[src/sv/qse_pkg.sv]
// qse_pkg: shared types, codes and helpers of the quadrature sub-step estimator.
// No dependencies; imported by every module of the block but qse_checker.
`timescale 1ns / 1ps
package qse_pkg;

   localparam int unsigned DataWidth   = 32;
   localparam int unsigned CsrWidth    = 8;
   localparam int unsigned CsrIdxWidth = 3;
   localparam int unsigned DivNumWidth = 64;

   localparam logic [DataWidth-1:0] SubstepHalf = 32'd32;
   localparam logic [DataWidth-1:0] SignBit     = 32'h8000_0000;
   localparam logic [DataWidth-1:0] StepMask    = 32'hFFFF_FF00;
   localparam logic [17:0]          UsPerSecK   = 18'd62500;

   localparam logic [CsrIdxWidth-1:0] CSR_CLOCKS_PER_US = 3'd0;
   localparam logic [CsrIdxWidth-1:0] CSR_PHASE1        = 3'd1;
   localparam logic [CsrIdxWidth-1:0] CSR_PHASE2        = 3'd2;
   localparam logic [CsrIdxWidth-1:0] CSR_PHASE3        = 3'd3;
   localparam logic [CsrIdxWidth-1:0] CSR_IDLE_LIMIT    = 3'd4;

   localparam logic [CsrWidth-1:0] RstClocksPerUs = 8'd125;
   localparam logic [CsrWidth-1:0] RstPhase1      = 8'd64;
   localparam logic [CsrWidth-1:0] RstPhase2      = 8'd128;
   localparam logic [CsrWidth-1:0] RstPhase3      = 8'd192;
   localparam logic [CsrWidth-1:0] RstIdleLimit   = 8'd3;

   typedef enum logic [4:0] {
      S_IDLE, S_QS, S_QW, S_POUT, S_CHK, S_FSS, S_FSW, S_TR, S_HIS, S_HIW,
      S_LOS, S_LOW, S_CLAMP, S_MUL, S_POS, S_FIN, S_OUT
   } qse_state_type;

   typedef enum logic [3:0] {
      OP_NONE, OP_CAPTURE, OP_PRIME, OP_TRANS, OP_WR_FS, OP_TRUPD, OP_WR_HI,
      OP_WR_LO, OP_CLAMP, OP_MUL, OP_POS, OP_FIN, OP_OUTLOAD
   } qse_op_type;

   typedef enum logic [1:0] {
      SEL_Q, SEL_FS, SEL_HI, SEL_LO
   } qse_sel_type;

   typedef struct packed {
      qse_op_type  op;
      logic        div_start;
      qse_sel_type div_sel;
   } qse_cmd_type;

   typedef struct packed {
      logic div_done;
      logic primed;
      logic changed;
      logic stopped;
   } qse_status_type;

   // first sub-step of a step: upper bits from the step count, calibrated phase offset in the low byte
   function automatic logic [DataWidth-1:0] step_start(
      input logic [DataWidth-1:0] step,
      input logic [CsrWidth-1:0]  p1,
      input logic [CsrWidth-1:0]  p2,
      input logic [CsrWidth-1:0]  p3
   );
      logic [CsrWidth-1:0] off;
      case (step[1:0])
         2'd1: off = p1;
         2'd2: off = p2;
         2'd3: off = p3;
         default: off = '0;
      endcase
      return ((step << 6) & StepMask) | {{(DataWidth-CsrWidth){1'b0}}, off};
   endfunction

endpackage

[src/sv/qse_ctrl.sv]
// qse_ctrl: sequencer of the estimator; issues datapath operations and divider starts.
// Depends on qse_pkg.
`timescale 1ns / 1ps
module qse_ctrl (
   input  logic                    clock,
   input  logic                    reset,
   input  logic                    req_valid,
   output logic                    req_ready,
   output logic                    rsp_valid,
   input  logic                    rsp_ready,
   input  qse_pkg::qse_status_type status,
   output qse_pkg::qse_cmd_type    cmd
);
   import qse_pkg::*;

   qse_state_type state_ff, state_in;

   always_ff @(posedge clock) begin
      if (reset) state_ff <= S_IDLE;
      else       state_ff <= state_in;
   end

   always_comb begin
      state_in      = state_ff;
      cmd.op        = OP_NONE;
      cmd.div_start = 1'b0;
      cmd.div_sel   = SEL_Q;
      req_ready     = 1'b0;
      rsp_valid     = 1'b0;
      case (state_ff)
         S_IDLE: begin
            req_ready = 1'b1;
            if (req_valid) begin
               cmd.op   = OP_CAPTURE;
               state_in = S_QS;
            end
         end
         S_QS: begin
            cmd.div_start = 1'b1;
            state_in      = S_QW;
         end
         S_QW: begin
            if (status.div_done) begin
               if (!status.primed) begin
                  cmd.op   = OP_PRIME;
                  state_in = S_POUT;
               end else begin
                  cmd.op   = OP_TRANS;
                  state_in = S_CHK;
               end
            end
         end
         S_POUT: begin
            cmd.op   = OP_OUTLOAD;
            state_in = S_OUT;
         end
         S_CHK: state_in = (status.changed && !status.stopped) ? S_FSS : S_TR;
         S_FSS: begin
            cmd.div_sel   = SEL_FS;
            cmd.div_start = 1'b1;
            state_in      = S_FSW;
         end
         S_FSW: begin
            if (status.div_done) begin
               cmd.op   = OP_WR_FS;
               state_in = S_TR;
            end
         end
         S_TR: begin
            cmd.op   = OP_TRUPD;
            state_in = (status.changed || !status.stopped) ? S_HIS : S_FIN;
         end
         S_HIS: begin
            cmd.div_sel   = SEL_HI;
            cmd.div_start = 1'b1;
            state_in      = S_HIW;
         end
         S_HIW: begin
            if (status.div_done) begin
               cmd.op   = OP_WR_HI;
               state_in = S_LOS;
            end
         end
         S_LOS: begin
            cmd.div_sel   = SEL_LO;
            cmd.div_start = 1'b1;
            state_in      = S_LOW;
         end
         S_LOW: begin
            if (status.div_done) begin
               cmd.op   = OP_WR_LO;
               state_in = S_CLAMP;
            end
         end
         S_CLAMP: begin
            cmd.op   = OP_CLAMP;
            state_in = S_MUL;
         end
         S_MUL: begin
            cmd.op   = OP_MUL;
            state_in = S_POS;
         end
         S_POS: begin
            cmd.op   = OP_POS;
            state_in = S_FIN;
         end
         S_FIN: begin
            cmd.op   = OP_FIN;
            state_in = S_OUT;
         end
         S_OUT: begin
            rsp_valid = 1'b1;
            if (rsp_ready) state_in = S_IDLE;
         end
         default: state_in = S_IDLE;
      endcase
   end

endmodule

[config.mk]
export PLATFORM = sky130hd
export DESIGN_NAME = qse_ctrl
export DESIGN_NICKNAME = d
export VERILOG_FILES = /design/src/sv/qse_pkg.sv /design/src/sv/qse_ctrl.sv
export SDC_FILE = /design/constraint.sdc
export NUM_CORES = 1
export LEC_CHECK = 0
export ABC_CLOCK_PERIOD_IN_PS = 4000
export BUFFER_PORTS_ARGS = -buffer_cell sky130_fd_sc_hd__buf_2
export CORE_AREA = 2 2 40 42
export DETAILED_ROUTE_END_ITERATION = 7
export DIE_AREA = 0 0 42 44
export GPL_TIMING_DRIVEN = 0
export PLACE_DENSITY = 0.65
export SLEW_MARGIN = 20
export SYNTH_ARGS = -nofsm -noshare
export SYNTH_HDL_FRONTEND = slang
export SYNTH_SLANG_ARGS = --single-unit
[constraint.sdc]
create_clock -name clock -period 4 [get_ports clock]
set_input_delay 0.2 -clock clock [delete_from_list [all_inputs] [get_ports clock]]
set_output_delay 0.2 -clock clock [all_outputs]
set_load 0.02 [all_outputs]
### Word level (Yosys, flattened, before mapping)

Cells that the tools add are included.

| storage, ports and cells | value |
|---|---|
| register bits | 5 |
| output and inout port bits | 9 |
| logic and storage cells | 51 |

| cells by class | value |
|---|---|
| equal/unequal tests | 22 |
| multiplexer cells | 21 |
| reduce and logical (&&, ||, !) cells | 7 |

Operators by type and width:

| operator | count |
|---|---|
| one-hot mux 5 bit (16 select lines) | 1 |
| one-hot mux 4 bit (11 select lines) | 1 |
| equality test 5 x 4 -> 1 bit, second input constant | 8 |
| 2-to-1 mux 5 bit | 6 |
| equality test 5 x 3 -> 1 bit, second input constant | 4 |
| 2-to-1 mux 3 bit | 5 |
| != test 2 bit, second input constant | 6 |
| equality test 5 x 2 -> 1 bit, second input constant | 2 |
| one-hot mux 2 bit (3 select lines) | 1 |
| AND reduction 6 bit | 1 |
| equality test 5 x 1 -> 1 bit, second input constant | 1 |
| equality test 5 bit, second input constant | 1 |
| zero test 5 bit | 1 |
| 2-to-1 mux 1 bit | 5 |
| 2-to-1 mux 2 bit | 2 |
| OR reduction 4 bit | 1 |
| OR reduction 2 bit | 1 |
| logical AND 1 bit | 1 |
| zero test 1 bit | 1 |
| logical OR 1 bit | 1 |

### Logic depth before layout (Yosys ltp)

Gate-level depths: netlist of the first run.

| logic depth | value |
|---|---|
| depth in word-level cells | 4 |
| depth in mapped cells | 6 |
| depth with buffers taken out | 4 |

### Worst setup path before layout of the first run

Ideal clock, no wire load.

| timing path | value |
|---|---|
| kind | register to output |
| from | reg state_ff[2] |
| to | out cmd[5] in the netlist's numbering |
| arrival time | 1406 ps |
| path slack | 2394 ps |
| stages on the path, launching flop included | 5 |
| path buffers | 1 |
| cell sequence | dfxtp_1 clkbuf_1 a21oi_1 or3b_1 a21oi_1 |

RTL lines:

| element | RTL line | RTL |
|---|---|---|
| start, declared | qse_ctrl.sv:16 | `qse_state_type state_ff, state_in;` |
| start signal, assigned | qse_ctrl.sv:20 | `else state_ff <= state_in;` |
| end, declared | qse_ctrl.sv:12 | `output qse_pkg::qse_cmd_type cmd` |

==> results.py, run 1 <==
metrics = {
    "placement": {
        "place_area_um2": 637,
        "place_hpwl_mm": 1.04,
        "io_buffer_count": 16,
        "dp.cells": 111,
        "routabilityCongestion": 0.762,
        "post-place-ws_ns": 2.33,
    },
    "final_layout": {
        "area_delta_synth_final_pct": 23.5,
        "finalNonFillerCells": 115,
        "fill_cells": 161,
        "largest_register_ff_count": 5,
        "n_antenna_cell": 0,
        "fin_nets": 108,
        "drive_above_1_share": 0.242,
        "max_flop_register": "state_ff",
        "regArea_um2": 100,
        "final_area_um2": 663,
        "utilization": 0.467,
        "final_common_cell": "buf_2",
        "top_regs": "state_ff (5)",
        "final_cell_mix": "16 x buf_2, 10 x nor2_1, 10 x a21oi_1",
        "multi_input_area_um2": 377,
    },
    "clock_tree": {
        "path_clk_slew_ns": 0.04,
        "cts_made_buffers": 3,
        "cts_tree": "yes",
        "clockBufferDepth": 2,
        "cts_setup_buffers": 0,
        "clock_latency_ns": 0.24,
        "cts_resized": 0,
        "htree_levels": 1,
        "cts-root-buf": "clkbuf_4",
        "numClockSinks": 5,
        "cts_hold_buf": 0,
    },
    "pwr": {
        "p_leak_nw": 0.284,
        "power_frac_clock": 0.146,
        "switchingPower_mw": 0.184,
        "sequentialPowerShare": 0.185,
        "combinationalPowerShare": 0.670,
        "swShare": 0.480,
        "p_int_mw": 0.200,
        "p_per_area_nw_per_um2": 580,
        "ir_worst_vdd_mv": 0.236,
        "power_mw": 0.385,
    },
    "timing": {
        "fin_worst_skew_ns": 0.00338,
        "max_freq_ghz": 0.508,
        "layout_min_cycle_time_ns": 1.97,
        "whs_ns": 0.187,
        "postLayoutSetupSlackWorst_ns": 2.03,
        "rsz0062_at_grt": "false",
        "max_slew_margin": 0.658,
        "worst_pin_slew_ns": 0.508,
        "slew_violations": 0,
        "fin_setup_tns_ns": 0,
        "final-setup-viol-count": 0,
        "hold_viol": 0,
        "finalCritPeriodShare": 0.492,
    },
    "drt": {
        "viasPerCell": 5.65,
        "vias": 650,
        "wl_per_cell_um": 12.1,
        "drc": 0,
        "drt-total-wl_mm": 1.39,
        "ant_nets": 0,
        "drtIter0Drc": 19,
        "first_pass_iters": 4,
    },
    "yosys": {
        "avgSynthCellArea_um2": 6.79,
        "synth_top_area_frac": 0.186,
        "seq_area_frac_synth": 0.186,
        "synth_top_flop_cell": "dfxtp_1",
        "netlist_instances": 79,
        "yosysTopAreaCell": "dfxtp_1",
        "synth_edf_count": 0,
        "async_reset_ff_frac": 0,
        "synth_nets": 87,
        "post_synth_main_area_contributors": "dfxtp_1 19%, a21oi_1 9.3%, nor2_1 7.0%",
        "ys_warn_count": 0,
        "synth_seq_cells": 5,
        "syn_area_um2": 537,
        "synth_cell_types": 32,
    },
    "status": {
        "outcome": "finished, final reports clean",
    },
    "critical_path": {
        "crit_fanout": 10,
        "crit_type": "reg -> out",
        "cp-end-kind": "output port",
        "arrival_ns": 1.77,
        "crit_buf_inv": 2,
        "slowest_delay_ns": 0.52,
        "critPathLaunchType": "register",
        "crit_required_ns": 3.80,
        "crit_chain": "clkbuf_1, nor4_1, a21oi_1, o21ai_1, buf_2",
        "critPathTopFamily": "simple AND/OR/NAND/NOR gates",
        "cp_slowest_cell": "nor4_1",
    },
    "die": {
        "die_w_um": 42,
        "ioPinCount": 17,
        "fp.dieH_um": 44,
        "num_rows": 14,
        "dieArea_um2": 1850,
        "core_area_um2": 1420,
        "initial_utilization": 0.378,
    },
    "job": {
        "drv_cap": 0,
    },
    "global_route": {
        "grt_pass1_wl_mm": 2.28,
        "grt_max_degree": 11,
        "grt_pass1_vias": 529,
        "track_usage": 0.163,
        "antenna_found_initial": 0,
        "gr-total-overflow": 0,
    },
    "hold_path": {
        "hold_class": "in -> reg",
    },
}
-- path summary, 6_finish.rpt --
path / endpoint / from / slack, ns / cells past startpoint
max: cmd[3] / state_ff[2] / 2.03 / 5
min: state_ff[0] / reset / 0.19 / 2
max reg2reg: state_ff[1] / state_ff[0] / 2.43 / 5
min reg2reg: state_ff[3] / state_ff[4] / 0.65 / 2
-- layout make-up --
cell class / count / share of cell area
repair buffers: 16 / 0.121
well taps: 16 / 0.0302
inverters: 3 / 0.0170
flip-flops and latches: 5 / 0.151
clock buffers: 4 / 0.0396
multi-input cells: 63 / 0.568
plain buffers: 8 / 0.0736
-- Yosys cell counts (2+ instances only) --
cell type  instances
clkbuf_1           5
nand4_1            3
nor4b_1            2
inv_1              2
nor2b_1            2
a21oi_1           10
a31oi_1            3
nand2b_1           2
dfxtp_1            5
nand3b_1           3
or3b_1             3
nor4_1             2
nor2_1            10
nand3_1            4
o21ai_1            2
nand2_1            3
buf_6              2
and2_1             2
-- power by group through the flow --
| stage | sequential (mW) | clock, mW | combinational [mW] |
|---|---|---|---|
| final | 0.0710 | 0.0561 | 0.257 |
| after global routing | 0.0740 | 0.0657 | 0.284 |
| after CTS | 0.0712 | 0.0598 | 0.256 |
| after detailed placement | 0.0718 | 0 | 0.255 |
| after global placement | 0.0715 | 0 | 0.254 |
| after floorplan | 0.0694 | 0 | 0.196 |
-- metal layers --
metal / share of wire / global-route usage / wire (um) / up-vias
met5: 0 / 0 / 0 / -
met4: 0 / 0.00645 / 0 / 0
met3: 0.069 / 0.0875 / 96 / 0
met2: 0.47 / 0.250 / 656 / 19
met1: 0.46 / 0.213 / 635 / 301
li1: - / - / - / 330
-- cells by family after synthesis --
group                  share of synthesized area
XOR/XNOR                                  0.0163
flip-flops                                 0.186
AND/OR/NAND/NOR                            0.455
buffers and inverters                      0.112
AO/OA/AOI/OAI                              0.231
Note: power is estimated with default switching activity, not from simulation.
==> run 2: changes to the inputs <==
--- a/config.mk
+++ b/config.mk
@@ -5,13 +5,13 @@
 export SDC_FILE = /design/constraint.sdc
 export NUM_CORES = 1
 export LEC_CHECK = 0
-export ABC_CLOCK_PERIOD_IN_PS = 4000
+export ABC_CLOCK_PERIOD_IN_PS = 1700
 export BUFFER_PORTS_ARGS = -buffer_cell sky130_fd_sc_hd__buf_2
 export CORE_AREA = 2 2 40 42
 export DETAILED_ROUTE_END_ITERATION = 7
 export DIE_AREA = 0 0 42 44
 export GPL_TIMING_DRIVEN = 0
-export PLACE_DENSITY = 0.65
+export PLACE_DENSITY = 0.67
 export SLEW_MARGIN = 20
 export SYNTH_ARGS = -nofsm -noshare
 export SYNTH_HDL_FRONTEND = slang
==> constraint.sdc (replaced) <==
create_clock -name clock -period 1.7 [get_ports clock]
set_input_delay 0.085 -clock clock [delete_from_list [all_inputs] [get_ports clock]]
set_output_delay 0.085 -clock clock [all_outputs]
set_load 0.02 [all_outputs]
==> results.py, run 2 (synthesis gave the netlist of run 1 again) <==
metrics = {
    "final_layout": {
        "largest_register_ff_count": 5,
        "max_flop_register": "state_ff",
        "n_antenna_cell": 0,
        "area_delta_synth_final_pct": 33.8,
        "final_common_cell": "buf_2",
        "top_regs": "state_ff (5)",
        "utilization": 0.506,
        "regArea_um2": 100,
        "fill_cells": 156,
        "drive_above_1_share": 0.303,
        "fin_nets": 108,
        "final_area_um2": 718,
        "multi_input_area_um2": 407,
        "final_cell_mix": "14 x buf_2, 10 x nor2_1, 10 x a21oi_1",
    },
    "clock_tree": {
        "numClockSinks": 5,
        "cts_made_buffers": 3,
        "path_clk_slew_ns": 0.04,
        "clockBufferDepth": 2,
        "clock_latency_ns": 0.24,
        "cts_setup_buffers": 0,
        "cts_hold_buf": 0,
        "htree_levels": 1,
        "cts_tree": "yes",
        "cts-root-buf": "clkbuf_4",
    },
    "critical_path": {
        "r2r_setup_slack_ns": 0.09,
        "critPathLaunchType": "register",
        "crit_required_ns": 1.62,
        "arrival_ns": 1.54,
        "cp-end-kind": "output port",
        "reg2reg_depth": 5,
        "crit_type": "reg -> out",
        "crit_fanout": 10,
        "regToRegEndpoint": "state_ff[1]",
        "cp-startpoint": "state_ff[0]",
        "r2r-start": "state_ff[0]",
        "cp-endpoint": "cmd[4]",
    },
    "drt": {
        "viasPerCell": 5.75,
        "ant_nets": 0,
        "vias": 661,
        "drt-total-wl_mm": 1.49,
        "drtIter0Drc": 11,
        "drc": 0,
        "wl_per_cell_um": 13.0,
        "first_pass_iters": 4,
    },
    "pwr": {
        "ir_worst_vdd_mv": 0.658,
        "p_leak_nw": 0.315,
        "p_per_area_nw_per_um2": 1400,
    },
    "timing": {
        "layout_min_cycle_time_ns": 1.62,
        "final-setup-viol-count": 0,
        "worst_pin_slew_ns": 0.409,
        "slew_violations": 0,
        "finalCritPeriodShare": 0.953,
        "fin_setup_tns_ns": 0,
        "whs_ns": 0.0477,
        "hold_viol": 0,
        "fin_worst_skew_ns": 0.00433,
        "max_slew_margin": 0.727,
        "max_freq_ghz": 0.617,
    },
    "die": {
        "dieArea_um2": 1850,
        "die_w_um": 42,
        "core_area_um2": 1420,
        "initial_utilization": 0.378,
        "num_rows": 14,
        "ioPinCount": 17,
        "fp.dieH_um": 44,
    },
    "placement": {
        "place_hpwl_mm": 1.04,
        "io_buffer_count": 16,
        "place_area_um2": 637,
        "routabilityCongestion": 0.807,
    },
    "status": {
        "outcome": "finished, final reports clean",
    },
    "hold_path": {
        "hp-start": "reset",
        "hold_class": "in -> reg",
        "holdPathStages": 2,
    },
    "global_route": {
        "grt_max_degree": 11,
        "gr-total-overflow": 0,
        "grt_pass1_vias": 568,
        "grt_pass1_wl_mm": 2.33,
        "track_usage": 0.164,
        "antenna_found_initial": 0,
    },
    "job": {
        "drv_cap": 0,
    },
}
run 2: per-layer routing:
layer / part of all wire / wire length, um / vias up / track usage
li1: - / - / 333 / -
met1: 0.44 / 659 / 306 / 0.203
met2: 0.49 / 723 / 20 / 0.256
met3: 0.062 / 93 / 2 / 0.0750
met4: 0.0094 / 14 / 0 / 0.0516
met5: 0 / 0 / - / 0
run 2: worst max-delay path, stage by stage (launching register included):
cell and delay [ns]:
dfxtp_1 0.33, buf_6 0.15, buf_4 0.17, nor4b_4 0.20, o21ai_1 0.08, a21oi_1 0.17, buf_4 0.18
run 2: report_power, final:
group | internal [mW] | leakage, nW | switching, mW
combinational | 0.294 | 0.259 | 0.401
sequential | 0.146 | 0.0407 | 0.0261
clock | 0.0887 | 0.0150 | 0.0474
total | 0.528 | 0.315 | 0.475
run 2: worst min-delay path by stage:
stage	end	slack (ns)
after floorplan	state_ff[0]	0.15
after global placement	state_ff[4]	0.31
after detailed placement	state_ff[0]	0.30
after CTS	state_ff[0]	0.04
after global routing	state_ff[0]	0.04
final	state_ff[0]	0.05
run 2: stage by stage:
stage | power (mW) | std cells | setup slack (ns)
after floorplan | 0.625 | 79 | 0.209
after global placement | 0.769 | 111 | 0.137
after detailed placement | 0.771 | 111 | 0.122
after CTS | 0.928 | 115 | 0.000690
after global routing | 1.09 | 115 | -0.0208
final | 1.00 | 115 | 0.0798
run 2: cell type report:
type                    instances  area share
multi-input cells              63       0.566
well taps                      16      0.0279
flip-flops and latches          5       0.139
plain buffers                   8      0.0958
inverters                       3      0.0157
repair buffers                 16       0.118
clock buffers                   4      0.0366
run 2: what timing repair did:
action,in CTS,in global routing
pin swaps,0,1
resized for setup,4,17
setup endpoints to repair,5,7
